`src/hdl/fkht_ram.sv`:
```
// ----------------------------------------------------------------------------
// Flow table RAM
// Simple dual-port synchronous RAM, one write and one registered read port.
// ----------------------------------------------------------------------------
module fkht_ram #(
  parameter int unsigned WIDTH = 8,
  parameter int unsigned DEPTH = 16
) (
  input  logic                     clk_i,
  input  logic                     we_i,
  input  logic [$clog2(DEPTH)-1:0] waddr_i,
  input  logic [WIDTH-1:0]         wdata_i,
  input  logic                     re_i,
  input  logic [$clog2(DEPTH)-1:0] raddr_i,
  output logic [WIDTH-1:0]         rdata_o
);

  logic [WIDTH-1:0] mem [DEPTH];

  // Write port.
  always_ff @(posedge clk_i) begin
    if (we_i) begin
      mem[waddr_i] <= wdata_i;
    end
  end

  // Registered read port.
  always_ff @(posedge clk_i) begin
    if (re_i) begin
      rdata_o <= mem[raddr_i];
    end
  end

endmodule

```
`config.mk`:
```
export PLATFORM = sky130hd
export DESIGN_NAME = fkht_ram
export DESIGN_NICKNAME = d
export VERILOG_FILES = /design/src/hdl/fkht_ram.sv
export SDC_FILE = /design/constraint.sdc
export NUM_CORES = 1
export LEC_CHECK = 0
export ABC_AREA = 1
export ABC_CLOCK_PERIOD_IN_PS = 1400
export BUFFER_PORTS_ARGS = -buffer_cell sky130_fd_sc_hd__buf_2
export CAP_MARGIN = 20
export CORE_AREA = 5 5 120 122
export CTS_BUF_LIST = sky130_fd_sc_hd__clkbuf_16
export DETAILED_ROUTE_END_ITERATION = 6
export DIE_AREA = 0 0 125 127
export MAX_ROUTING_LAYER = met4
export SLEW_MARGIN = 20
export SYNTH_ARGS = -nofsm -noshare
export SYNTH_HDL_FRONTEND = slang
export SYNTH_SLANG_ARGS = --single-unit
```
`constraint.sdc`:
```
create_clock -name clk_i -period 1.4 [get_ports clk_i]
set_input_delay 0.14 -clock clk_i [delete_from_list [all_inputs] [get_ports clk_i]]
set_output_delay 0.14 -clock clk_i [all_outputs]
set_load 0.005 [all_outputs]
```
======== Yosys cells after proc, flatten, opt, wreduce, memory -nomap -nowiden ========
Memory sizes are Yosys's and may differ from the RTL's. A register that Yosys moved wholly into a read port is not among the register bits.
Index checks and enable logic that the tools add are counted.
word-level totals
  memories ................................ 1
  input bits .............................. 19
  register bits after elaboration ......... 0
  memory bits (writable) .................. 128
  output and inout bits ................... 8
  word-level logic and storage cells ...... 3
memory list
  memory  words  bits a word  rd ports  clocked after Yosys merged registers in  wr ports  RTL line  text
  mem     16     8            1         1                                        1         18        logic [WIDTH-1:0] mem [DEPTH];
cells by class
  mux-type cells .......................... 2
operators with widths
  operator  number
  $mux W1   2

======== Depth between registers and ports, before layout ========
  depth after elaboration ................. 2
  depth in mapped cells ................... 8
  gate-level depth less buffers ........... 7

======== Worst setup path before layout ========
No wires, ideal clock.
  kind .................................... input port to flip-flop
  from .................................... input waddr_i[2]
  to ...................................... memory mem[10][0] (enable)
  arrival ................................. 0.721 ns
  path slack .............................. 0.309 ns
  library setup time ...................... 0.370 ns
  required time ........................... 1.030 ns
  buffers on the path ..................... 0
  cell stages on the path ................. 2
  cells stage by stage .................... nand3b_1 nor2_1
RTL lines
  item         RTL line  text
  from (decl)  11        input logic [$clog2(DEPTH)-1:0] waddr_i,
  to (decl)    18
No word-level cell before the write port.

==> impl_metrics.csv <==
group,metric,value,unit
run_status,status,"finished clean",
sta,worst_pin_slew,618,ps
sta,rsz0062_at_grt,"false",
setup_path,cp-start-kind,"flop",
grt,grt_antenna_before_repair,0,
setup_path,rr_worst_depth,6,
cts,cts.sinks,136,
placement,dpl-instance-area,0.00625,mm^2
floorplanning,rows,42,
cts,tritoncts,"yes",
cts,htree_levels,4,
setup_path,reg2reg_to,"rdata_o[1]",
synth,synth_top_family_by_area,"simple AND/OR/NAND/NOR gates",
floorplanning,die_area,0.0159,mm^2
sta,worst_clock_skew,7.70,ps
layout,area_growth,18.1,%
setup_path,arrival,1390,ps
sta,post-route-min-period,1230,ps
power_and_ir_drop,vdd_ir_drop_max,804,uV
routing,wl_met2,6.41,mm
grt,grt_max_degree,65,
power_and_ir_drop,p_leak,0.00298,uW
cts,cts-root-buf,"clkbuf_16",
setup_path,crit_type,"flop to flop",
floorplanning,die_w,125,um
synth,synthSimpleGateAreaFrac,20.8,%
synth,synthCells,551,
routing,wl_met3,579,um
synth,synth_mux_area_share,0,%
placement,dp_hpwl,7.97,mm
routing,wl,13.0,mm
grt,grt_pass1_vias,3661,
sta,max_freq,811,MHz
worst_hold_path,hold_start,"re_i",
sta,slew-limit-headroom,58.8,%
setup_path,end_kind,"flop",
placement,dp.cells,752,
floorplanning,core_area,0.0131,mm^2
worst_hold_path,hold_path.class,"input pin to flop",
placement,port_buffers,26,
synth,syn-num-nets,570,
grt,track_usage,17.5,%
placement,gp_congestion,0.839,
synth,post_synth_num_cell_types,11,
layout,antenna_cells,0,
cts,clock_latency,410,ps
setup_path,cp.required,1560,ps
layout,fin_area,0.00690,mm^2
setup_path,worstPathMaxFanout,1,
routing,top_layer,"met4",
routing,drt_first_pass_iters,4,
cts,cts_buffer_depth,2,
cts,post_cts_buffers,0,
cts,clkTransAtPathRegs,60,ps
layout,fin_util,52.8,%
worst_hold_path,holdPathEnd,"rdata_o[7]",
grt,grt_pass1_wl,20.5,mm
sta,slew_violations,0,
synth,yosys.area_share.adder,0,%
synth,yosysWarnings,0,
synth,yosysSeqAreaShare,69.8,%
routing,dr.first_iter.drc_count,521,
layout,drive_gt1_share,13.5,%
floorplanning,initial_core_util,44.7,%
synth,syn_area,0.00585,mm^2
worst_hold_path,hold_depth,1,
sta,setup_viol,0,
cts,ctsHoldBuffers,0,
sta,fin_crit_sh,88.1,%
cts,cts-resized-gates,0,
cts,cts_buffers,17,
routing,via_count,3831,
floorplanning,io_pins,27,
synth,synth_xor_area_share,0,%
layout,nNetsFinal,614,
setup_path,reg2reg_from,"mem[5][1]",
routing,drc_errors,0,
sta,hold_violations,0,
routing,wl_per_cell,16.6,um
routing,met1_length,5.88,mm
sta,setup_tns,0,ps
layout,final_cells,784,
grt,grt-ovfl-total,0,
run,drv_cap,0,
power_and_ir_drop,p_per_area,1450,mW/mm^2
synth,avgSynthCellArea,10.6,um^2
synth,synth_compound_area_share,0,%
setup_path,rrSetupSlack,170,ps
floorplanning,die_h,127,um
routing,ant_nets,0,
synth,synth_seq_cells,136,
routing,routed_via_density,4.89,
## registers in the layout (all words and copies together) (netlist names)
| name | count |
|---|---|
| rdata_o | 8 |
| mem | 128 |
## cell type report
cell class / count / area, um^2
Multi-Input combinational cell: 289 / 1210
Inverter: 102 / 383
Fill cell: 1109 / 6180
Clock inverter: 15 / 224
Clock buffer: 17 / 425
Timing Repair Buffer: 49 / 353
Sequential cell: 136 / 4080
Tap cell: 176 / 220
## how the worst max path moves through the flow
stage | startpoint | slack (ps) | endpoint
global placement | raddr_i[1] | -10 | rdata_o[0]
global route | mem[4][0] | 100 | rdata_o[0]
floorplan | waddr_i[2] | 310 | mem[10][0]
finish | mem[5][1] | 170 | rdata_o[1]
CTS | mem[5][1] | 190 | rdata_o[1]
detailed placement | raddr_i[1] | -40 | rdata_o[1]
## through the flow
stage	total power, uW	setup WS [ps]	hold WS [ps]
after detailed placement	5260	-38.6	512
after CTS	10100	186	79.9
final	10000	167	96.1
after global routing	10400	100	76.4
after global placement	5260	-11.2	511
after floorplan	5020	309	239
## synth_stat cells
master	number	area share, %
nand2_1	173	11
edfxtp_1	136	70
inv_1	100	6.4
nand3_1	97	8.3
nor2_1	17	1.1
buf_2	13	1.1
buf_6	6	1.2
buf_4	4	0.51
inv_2	2	0.13
nand3b_1	2	0.26
buf_1	1	0.064
## cell families after synthesis
logic type    count (synthesis)
simple gates                289
buf+inv                     126
flops                       136
## cells in the final DEF, fill, tap and decap left out, drive strengths merged
| cell type | instances |
|---|---|
| nand2 | 173 |
| clkinvlp | 1 |
| bufinv | 5 |
| edfxtp | 136 |
| inv | 105 |
| clkinv | 6 |
| buf | 49 |
| nor2 | 17 |
| clkbuf | 17 |
| nand3 | 97 |
| nand3b | 2 |
## power by group
group / internal, uW / leakage, uW / switching, uW
Clock: 3170 / 0.000316 / 1680
Combinational: 172 / 0.00143 / 391
Sequential: 4590 / 0.00124 / 22.8
## critical path, cell delays in order, from the launching register on
cell and delay, ps:
edfxtp_1 370, inv_1 60, nand2_1 40, nand3_1 90
nand3_1 150, nand3_1 180, nand2_1 90
## layer usage
layer | vias to the layer above | GRT usage (%)
met3 | 11 | 3.17
met1 | 1855 | 23.1
met4 | 0 | 6.51
met5 | - | -
li1 | 1869 | -
met2 | 96 | 27.3
Power figures use the tool's default switching activity.
