==> config.mk <==
export PLATFORM = sky130hd
export DESIGN_NAME = fkht_hash
export DESIGN_NICKNAME = d
export VERILOG_FILES = /design/src/hdl/fkht_pkg.sv /design/src/hdl/fkht_hash.sv
export SDC_FILE = /design/constraint.sdc
export NUM_CORES = 1
export LEC_CHECK = 0
export BUFFER_PORTS_ARGS = -buffer_cell sky130_fd_sc_hd__buf_2
export CAP_MARGIN = 20
export CORE_MARGIN = 4
export CORE_UTILIZATION = 45
export CTS_CLUSTER_SIZE = 12
export DETAILED_ROUTE_END_ITERATION = 8
export GPL_TIMING_DRIVEN = 0
export PLACE_DENSITY = 0.63
export REMOVE_ABC_BUFFERS = 1
export SETUP_SLACK_MARGIN = 0.5
export SYNTH_ARGS = -nofsm -noshare
export SYNTH_HDL_FRONTEND = slang
export SYNTH_SLANG_ARGS = --single-unit
==> constraint.sdc <==
create_clock -name clk_i -period 11.7 [get_ports clk_i]
set_clock_uncertainty 0.15 [all_clocks]
set_input_delay 0.585 -clock clk_i [delete_from_list [all_inputs] [get_ports clk_i]]
set_output_delay 0.585 -clock clk_i [all_outputs]
set_load 0.005 [all_outputs]
==> src/hdl/fkht_pkg.sv <==
// ----------------------------------------------------------------------------
// Flow key hash table package
// Shared types, sizes, codes and hash constants of the flow table.
// ----------------------------------------------------------------------------
package fkht_pkg;

  // Table geometry.
  localparam int unsigned TABLE_SLOTS = 1024;
  localparam int unsigned SLOT_W      = $clog2(TABLE_SLOTS);
  localparam int unsigned CNT_W       = SLOT_W + 1;
  localparam int unsigned VALUE_COUNT = 256;
  localparam int unsigned VALUE_W     = 8;

  // MurmurHash3 x86_32 constants.
  localparam logic [31:0] MM_C1 = 32'hcc9e2d51;
  localparam logic [31:0] MM_C2 = 32'h1b873593;
  localparam logic [31:0] MM_E  = 32'he6546b64;
  localparam logic [31:0] MM_F1 = 32'h85ebca6b;
  localparam logic [31:0] MM_F2 = 32'hc2b2ae35;
  localparam logic [31:0] MM_LEN = 32'd13;

  typedef enum logic [1:0] {
    OP_ADD        = 2'd0,
    OP_GET        = 2'd1,
    OP_REMOVE_KEY = 2'd2,
    OP_REMOVE_VAL = 2'd3
  } op_e;

  typedef enum logic [2:0] {
    ST_OK        = 3'd0,
    ST_FULL      = 3'd1,
    ST_DUPLICATE = 3'd2,
    ST_ABSENT    = 3'd3,
    ST_UNMAPPED  = 3'd4
  } status_e;

  typedef enum logic [3:0] {
    S_CLEAR,
    S_IDLE,
    S_HASH,
    S_PRB_RD,
    S_PRB_CHK,
    S_MAP_RD,
    S_MAP_CHK,
    S_VAL_CHK,
    S_SH_RD,
    S_SH_CHK,
    S_SH_END,
    S_DONE
  } fsm_e;

  typedef struct packed {
    logic [31:0] sa;
    logic [31:0] da;
    logic [15:0] sp;
    logic [15:0] dp;
    logic [7:0]  pr;
  } key_t;

  typedef struct packed {
    logic               occ;
    logic [31:0]        hash;
    key_t               key;
    logic [VALUE_W-1:0] value;
  } slot_ent_t;

  localparam int unsigned ENT_W = $bits(slot_ent_t);

  function automatic logic [31:0] rotl32(input logic [31:0] x, input int unsigned r);
    return (x << r) | (x >> (32 - r));
  endfunction

endpackage

==> src/hdl/fkht_hash.sv <==
// ----------------------------------------------------------------------------
// Flow key hash unit
// MurmurHash3 x86_32 over the 13 key bytes, with a single shared multiplier.
// ----------------------------------------------------------------------------
module fkht_hash (
  input  logic          clk_i,
  input  logic          rst_ni,
  input  logic          start_i,
  input  logic [31:0]   seed_i,
  input  fkht_pkg::key_t key_i,
  output logic          done_o,
  output logic [31:0]   hash_o
);
  import fkht_pkg::*;

  logic        busy_q;
  logic        done_q;
  logic [1:0]  blk_q;
  logic [1:0]  sub_q;
  logic [31:0] h_q;
  logic [31:0] k_q;
  logic [31:0] blk;
  logic [31:0] hx;
  logic [31:0] tail0;
  logic [31:0] tail;
  logic [31:0] mul_a;
  logic [31:0] mul_b;
  logic [31:0] prod;

  // Select the 32-bit block of the key; the last holds the protocol byte.
  always_comb begin
    case (blk_q)
      2'd0:    blk = key_i.sa;
      2'd1:    blk = key_i.da;
      2'd2:    blk = {key_i.dp, key_i.sp};
      default: blk = {24'd0, key_i.pr};
    endcase
  end

  // Shared multiplier and its operand selection.
  always_comb begin
    hx    = rotl32(h_q ^ k_q, 13);
    tail0 = h_q ^ k_q ^ MM_LEN;
    tail  = tail0 ^ (tail0 >> 16);
    case (sub_q)
      2'd0:    begin mul_a = blk;                  mul_b = MM_C1; end
      2'd1:    begin mul_a = rotl32(k_q, 15);      mul_b = MM_C2; end
      2'd2:    begin mul_a = tail;                 mul_b = MM_F1; end
      default: begin mul_a = h_q ^ (h_q >> 13);    mul_b = MM_F2; end
    endcase
    prod = mul_a * mul_b;
  end

  // Step sequencer: three steps per block, then the finalization.
  always_ff @(posedge clk_i or negedge rst_ni) begin
    if (!rst_ni) begin
      busy_q <= 1'b0;
      done_q <= 1'b0;
      blk_q  <= 2'd0;
      sub_q  <= 2'd0;
      h_q    <= '0;
      k_q    <= '0;
    end else begin
      done_q <= 1'b0;
      if (start_i) begin
        busy_q <= 1'b1;
        blk_q  <= 2'd0;
        sub_q  <= 2'd0;
        h_q    <= seed_i;
      end else if (busy_q) begin
        case (sub_q)
          2'd0: begin
            k_q   <= prod;
            sub_q <= 2'd1;
          end
          2'd1: begin
            k_q   <= prod;
            sub_q <= 2'd2;
          end
          2'd2: begin
            if (blk_q != 2'd3) begin
              h_q   <= (hx << 2) + hx + MM_E;
              blk_q <= blk_q + 2'd1;
              sub_q <= 2'd0;
            end else begin
              h_q   <= prod;
              sub_q <= 2'd3;
            end
          end
          default: begin
            h_q    <= prod;
            busy_q <= 1'b0;
            done_q <= 1'b1;
          end
        endcase
      end
    end
  end

  assign done_o = done_q;
  assign hash_o = h_q ^ (h_q >> 16);

endmodule

# Yosys cells after proc, flatten, opt, wreduce, memory -nomap -nowiden
# Index checks and enable logic that the tools add are counted.
[totals]
reg_bits = 70
in_bits = 139
wordCells = 57
[op_classes]
add_sub_neg = 3
multipliers = 1
n_eq_ne = 6
n_mux = 21
bitwise = 8
reduce_logical = 12
[op_table]
columns = ["op", "n"]
rows = [
  ["$pmux W32 S3", 3],
  ["$mux W32", 3],
  ["$pmux W32 S2", 1],
  ["$xor A32 B16 Y32", 2],
  ["$add A32 B32 Y32", 1],
  ["$add A32 B32 Y32 const B", 1],
  ["$mul A32 B32 Y32", 1],
  ["$or A32 B13 Y32", 1],
  ["$or A32 B15 Y32", 1],
  ["$xor A32 B19 Y32", 1],
  ["$xor A32 B32 Y32", 1],
  ["$mux W2", 7],
  ["$mux W1", 6],
  ["$pmux W2 S3", 1],
  ["$reduce_and A3 Y1", 2],
  ["$reduce_bool A2 Y1", 3],
  ["$eq A2 B1 Y1 const B", 2],
  ["$eq A2 B2 Y1 const B", 2],
  ["$logic_not A2 Y1", 2],
  ["$reduce_and A2 Y1", 2],
  ["$reduce_bool A4 Y1", 1],
  ["$not A3 Y3", 1],
  ["$reduce_or A3 Y1", 1],
  ["$add A2 B1 Y2 const B", 1],
  ["other kinds (4)", 4],
]

# Logic depth before layout (Yosys ltp)
# Gate-level depths: netlist of run 1.
[logic_depth]
ltp_word = 9
ltp_mapped = 39

# Least setup slack after synthesis of run 1
# No wires, ideal clock.
[synth_path]
path_kind = "register to register"
startpoint = "reg sub_q[0]"
endpoint = "reg k_q[28]"
t_arrival_ns = 8.420
slack_ns = 3.006
stages_incl_launch_ff = 31
path_buffers = 3
synth_period_minus_slack_ns = 8.694
path_cell_list = "dfrtp_1 > ha_1 > buf_2 > inv_1 > clkbuf_1 > buf_1 > mux2i_1 > inv_1 > nor2_1 > fa_1 > fa_1 > fa_1 > inv_1 > fa_1 > inv_1 > ha_1 > ha_1 > fa_1 > fa_1 > ha_1 > a21o_1 > a211o_1 > or4_1 > a21oi_1 > o21ai_1 > a211oi_1 > o21a_1 > o21bai_1 > a21oi_1 > xnor2_1 > mux2_2"
[synth_via]
elab_chain_cells = 3
elab_cells_between_ends = 8
cone_classes = "mul (1); eq/ne (2); mux (2); reduce/logical (3)"
[synth_rtl]
columns = ["element", "line", "text"]
rows = [
  ["from (decl)", "fkht_hash.sv:19", "logic [1:0] sub_q;"],
  ["from (signal assigned)", "fkht_hash.sv:60", "sub_q <= 2'd0;"],
  ["from (signal assigned)", "fkht_hash.sv:68", "sub_q <= 2'd0;"],
  ["from (signal assigned)", "fkht_hash.sv:74", "sub_q <= 2'd1;"],
  ["$eq A2 B2 Y1, or another cell as far along", "fkht_hash.sv:45", "case (sub_q)"],
  ["$pmux W32 S3 or $reduce_or A2 Y1 (tied branches)", "n/a", ""],
  ["$mul A32 B32 Y32 or $reduce_and A3 Y1 (tied branches)", "n/a", ""],
  ["to (signal assigned)", "fkht_hash.sv:73", "k_q <= prod;"],
  ["to (signal assigned)", "fkht_hash.sv:77", "k_q <= prod;"],
  ["to (decl)", "fkht_hash.sv:21", "logic [31:0] k_q;"],
]
# Parallel ways exist; a longest one is shown, timed or not.
# A chain may end at the register's enable or synchronous reset.

# Worst setup path in the final report of run 1
# Ends and elaborated chain as after synthesis.

==> run_results.csv, run 1 <==
group,metric,value,unit
layout,areaGrowthSynthToFinish,7.64,%
route,num_vias,17870,
worst_setup_path,cp-start-kind,"flip-flop",
die,die_area,52000,µm²
sta,fin_tns_setup,0,ns
die,fp.dieW,228,µm
sta,final_max_slew_viol_count,0,
clocking,clockRootBuffer,"clkbuf_16",
yosys,post-synth-top-area-cell,"fa_1",
worst_setup_path,crit_type,"flip-flop to flip-flop",
placed_design,place_area,23100,µm²
clocking,cts_tree,"yes",
route,wl,78100,µm
clocking,clk_pin_slew_worst_paths,0.06,ns
sta,hold_viol_final,0,
grt,grt_usage,0.301,
yosys,syn-cell-area,21800,µm²
route,dr.first_iter.drc_count,1813,
die,start_util,0.455,
yosys,ys_warn_count,0,
worst_setup_path,crit_fanout,40,
yosys,synthTopCellsByArea,"fa_1 (37%), ha_1 (11%), inv_1 (9.9%), dfrtp_1 (8.0%), xnor2_1 (5.3%)",
grt,grt_start_max_net_pins,67,
layout,n_antenna_cell,0,
worst_setup_path,critPathCaptureType,"flip-flop",
yosys,synth_cells,2482,
clocking,clkLatencyLatePin,0.36,ns
worst_setup_path,cp_top_family,"adder cells",
layout,finalInstanceArea,23500,µm²
sta,setup_viol,0,
sta,tightest_slew,1.15,ns
sta,fmax,92.5,MHz
die,io_pins,172,
layout,nets,3295,
yosys,ys_types,68,
yosys,synth-seq-cells,70,
yosys,ys_async_sr_fraction,1.00,
die,core,47800,µm²
grt,grt_pass1_vias,19110,
sta,maxSlewHeadroom,0.229,
layout,drive_gt1_frac,0.0979,
worst_setup_path,slowest_stage,"nand2_1",
status,status,"completed",
worst_setup_path,arrival,10.91,ns
yosys,synth_flop_cell,"dfrtp_1",
placed_design,place.detailed.hpwl,67000,µm
worst_setup_path,timing.rr.start,"sub_q[0]",
clocking,post_cts_buffers,0,
worst_hold_path,hold_path_class,"primary input to async pin",
clocking,h-tree-depth,3,
route,wl_per_cell,24.6,µm
route,drt_pre_antenna_iters,7,
grt,grt_pass1_wl,118000,µm
flow_run,drv_cap,0,
grt,antenna_found_initial,0,
clocking,clockBufferDepth,2,
route,drc,0,
layout,layout.cells.non_filler,3179,
sta,finalCriticalPeriod,10.82,ns
grt,overflow,0,
worst_setup_path,slowest_delay,0.97,ns
yosys,synth-edff-count,0,
route,vias_per_cell,5.62,
yosys,yosysSeqAreaShare,0.0804,
placed_design,gp_congestion,0.990,
worst_setup_path,cp_common_cell,"fa_1",
route,ant_nets,0,
yosys,synth_top_area_share,0.370,
placed_design,dpl.cell_count,3164,
clocking,clock_sinks,70,
sta,rsz0062_at_grt,"no",
placed_design,portBuffers,171,
die,die_h,228,µm
clocking,cts_buffers,9,
sta,period_share,0.924,
worst_setup_path,cp-startpoint,"sub_q[0]",
worst_setup_path,required,11.79,ns
die,std_cell_rows,80,
clocking,cts_hold_buf,0,
worst_setup_path,crit_buf_inv,5,
yosys,synth.avg_cell_area,8.78,µm²
stage by stage:
stage / util / setup WS [ns] / hold WS, ns
global route: 0.490 / 0.496 / 0.0672
floorplan: - / 2.00 / 0.139
global placement: 0.477 / -1.70 / 0.356
detailed placement: 0.483 / 0.383 / 0.362
finish: 0.490 / 0.884 / 0.0360
CTS: 0.490 / 0.618 / 0.0420
what timing repair did:
action,CTS,global route
setup endpoints to repair,7,11
gates cloned,0,0
resized for setup,2,6
logic make-up (layout without fill, tap and decap cells):
| family | after synthesis | after routing | synth area share |
|---|---|---|---|
| xor+xnor | 198 | 198 | 0.0839 |
| mux | 18 | 18 | 0.00902 |
| fa+ha+maj | 596 | 596 | 0.481 |
| buf+inv | 693 | 775 | 0.126 |
| compound gates | 372 | 372 | 0.114 |
| flops | 70 | 70 | 0.0804 |
| simple gates | 535 | 535 | 0.106 |
cell usage in the layout (no fill, tap or decap), drive strengths merged, types with 11 or more instances in the layout:
cell type / count
dfrtp: 70
a211oi: 12
a21oi: 121
and2: 38
nand2b: 21
ha: 193
fa: 403
inv: 575
a222oi: 38
buf: 186
xor2: 60
nor2: 152
nor2b: 23
nand2: 262
clkbuf: 11
o21ai: 77
o21bai: 16
xnor2: 135
mux2i: 11
a21o: 41
cell type report:
cell class,count,area [µm²]
clock buffers,11,253
clock inverters,4,55.1
fillers,4645,24400
inverters,574,2150
multi-input cells,1719,17400
flip-flops and latches,70,1750
well taps,615,769
repair buffers,186,1100
flip-flops by register name (all words and copies together), names as in the netlist:
signal	cells
blk_q	2
busy_q	1
done_o	1
h_q	32
k_q	32
sub_q	2
routing by layer:
layer	part of all wire	GRT usage	vias up
met1	0.39	0.395	8904
li1	-	-	7791
met2	0.46	0.482	941
met3	0.086	0.0524	234
met4	0.063	0.151	0
met5	0	0	-
worst register-to-register path: cells and delay by family, from the launching register on:
family,cells,cell delay [ns]
AO/OA/AOI/OAI,8,2.14
XOR/XNOR,1,0.11
adder cells (fa/ha/maj),10,4.22
buffers and inverters,5,1.39
flip-flops,1,0.46
multiplexers,1,0.27
AND/OR/NAND/NOR,3,1.97
path summary, 6_finish.rpt:
| path | endpoint | slack (ns) | cells after the start |
|---|---|---|---|
| setup / recovery | k_q[28] | 0.88 | 28 |
| max in group asynchronous | sub_q[0] | 10.76 | 2 |
| hold / removal | blk_q[1] | 0.04 | 1 |
| min in group clk_i | h_q[17] | 0.28 | 3 |
| setup reg to reg | k_q[28] | 0.88 | 28 |
| hold reg to reg | k_q[12] | 0.38 | 2 |
synthesized netlist by cell type (6+ instances only):
library cell / number
a21o_1: 41
fa_1: 403
o21a_1: 7
o21bai_1: 16
o31ai_1: 6
a21oi_2: 8
o221ai_1: 7
nor3_1: 6
nand3_1: 9
buf_4: 18
ha_1: 193
dfrtp_1: 70
o21ai_0: 63
nor2_1: 152
o21ai_1: 14
a222oi_1: 38
nand2b_1: 21
and3_1: 6
xor2_1: 57
inv_1: 573
xnor2_1: 131
and2_1: 38
nand2_1: 261
mux2_2: 7
mux2i_1: 9
a211oi_1: 12
a21oi_1: 112
buf_2: 24
nor2b_1: 23
a31oi_1: 7
clkbuf_1: 67
Power of run 1 is not shown: default switching activity piles up to over one toggle a cycle in this logic, so the estimate is an artifact.
==> inputs of run 2 (changes only) <==
--- a/config.mk
+++ b/config.mk
@@ -5,7 +5,7 @@
 export SDC_FILE = /design/constraint.sdc
 export NUM_CORES = 1
 export LEC_CHECK = 0
-export BUFFER_PORTS_ARGS = -buffer_cell sky130_fd_sc_hd__buf_2
+export BUFFER_PORTS_ARGS = -buffer_cell sky130_fd_sc_hd__buf_4
 export CAP_MARGIN = 20
 export CORE_MARGIN = 4
 export CORE_UTILIZATION = 45
==> run_results.csv, run 2 (synthesis results as in run 1) <==
group,metric,value,unit
sta,final_max_slew_viol_count,0,
layout,n_antenna_cell,0,
placed_design,portBuffers,171,
status,status,"completed",
die,start_util,0.455,
die,std_cell_rows,80,
sta,tightest_slew,1.12,ns
sta,period_share,0.925,
layout,drive_gt1_frac,0.0994,
sta,fmax,92.4,MHz
die,io_pins,172,
grt,grt_pass1_vias,18938,
layout,top_regs,"h_q (32), k_q (32)",
worst_setup_path,critPathCaptureType,"flip-flop",
clocking,clockRootBuffer,"clkbuf_16",
worst_setup_path,slowest_stage,"ha_2",
route,vias_per_cell,5.63,
placed_design,pre_cts_slack,0.349,ns
die,die_area,52000,µm²
layout,mostFrequentLayoutCells,"inv_1 (571), fa_1 (403), nand2_1 (261)",
sta,rsz0062_at_grt,"no",
clocking,clock_sinks,70,
clocking,cts_buffers,9,
sta,maxSlewHeadroom,0.252,
clocking,clkLatencyLatePin,0.36,ns
die,die_h,228,µm
worst_setup_path,cp_top_family,"adder cells",
layout,fillers,4604,
worst_setup_path,slowest_delay,0.72,ns
route,dr.first_iter.drc_count,1575,
placed_design,gp_congestion,1.03,
worst_setup_path,cp-start-kind,"flip-flop",
layout,nets,3296,
worst_setup_path,crit_buf_inv,4,
clocking,clk_pin_slew_worst_paths,0.07,ns
placed_design,place.detailed.hpwl,68600,µm
worst_setup_path,crit_fanout,23,
grt,antenna_found_initial,1,
worst_setup_path,crit_type,"flip-flop to flip-flop",
sta,hold_viol_final,0,
grt,grt_pass1_wl,119000,µm
worst_setup_path,required,11.78,ns
clocking,h-tree-depth,3,
route,drc,0,
die,fp.dieW,228,µm
clocking,cts_tree,"yes",
grt,grt_usage,0.305,
grt,overflow,0,
route,drt_pre_antenna_iters,8,
grt,grt_start_max_net_pins,73,
layout,areaGrowthSynthToFinish,9.73,%
worst_setup_path,cp_common_cell,"fa_1",
flow_run,drv_cap,0,
route,num_vias,17922,
worst_hold_path,hold_path_class,"primary input to async pin",
sta,finalCriticalPeriod,10.83,ns
route,wl_per_cell,25.1,µm
route,wl,79800,µm
layout,final_common_cell,"inv_1",
worst_setup_path,arrival,10.91,ns
sta,setup_viol,0,
sta,fin_ws,0.873,ns
die,core,47800,µm²
route,ant_nets,0,
clocking,clockBufferDepth,2,
## run 2: cell types whose count changed in the layout (fill, tap and decap cells not counted), sizes merged
cell,previous run,this run
clkinv,1,4
clkinvlp,1,3
inv,575,573
clkbuf,11,10
## run 2: through the flow
step / cells / util / setup TNS [ns] / hold slack [ns] / instance area [µm²]
floorplan: 2363 / - / 0 / 0.139 / 21200
global placement: 3149 / 0.486 / -45.29 / 0.355 / 23300
detailed placement: 3163 / 0.492 / 0 / 0.365 / 23500
CTS: 3179 / 0.498 / 0 / 0.264 / 23800
global route: 3181 / 0.500 / 0 / 0.301 / 23900
finish: 3181 / 0.500 / 0 / 0.229 / 23900
## run 2: layout make-up
cell class	instances	area, µm²	share of cell area
timing repair inverter	1	5.00	0.000209
multi-input combinational	1719	17400	0.727
sequential	70	1750	0.0733
inverter	574	2160	0.0903
timing repair buffer	186	1550	0.0646
tap	615	769	0.0322
clock inverter	6	61.3	0.00256
clock buffer	10	239	0.0100
## run 2: repair_timing
action	4_1_cts	5_1_grt
gates resized for setup	2	10
endpoints found under the setup margin	7	13
setup buffers	0	0
pin swaps	0	0
hold buffers	0	0
gates cloned	0	1
## run 2: per-layer routing
| layer | global-route usage | part of all wire | vias to the layer above |
|---|---|---|---|
| li1 | - | - | 7802 |
| met1 | 0.397 | 0.39 | 8891 |
| met2 | 0.498 | 0.46 | 1018 |
| met3 | 0.0551 | 0.091 | 211 |
| met4 | 0.141 | 0.057 | 0 |
| met5 | 0 | 0 | - |
## run 2: final timing paths
path | from | end | slack (ns) | cells after the start
worst max-delay path | sub_q[0] | k_q[28] | 0.87 | 28
worst min-delay path | rst_ni | k_q[7] | 0.23 | 1
max in group asynchronous | rst_ni | k_q[29] | 10.52 | 1
worst min register to register | k_q[25] | k_q[25] | 0.38 | 2
worst max register to register | sub_q[0] | k_q[28] | 0.87 | 28
min in group clk_i | seed_i[18] | h_q[18] | 0.28 | 3
Power of run 2 is left out for the same reason.
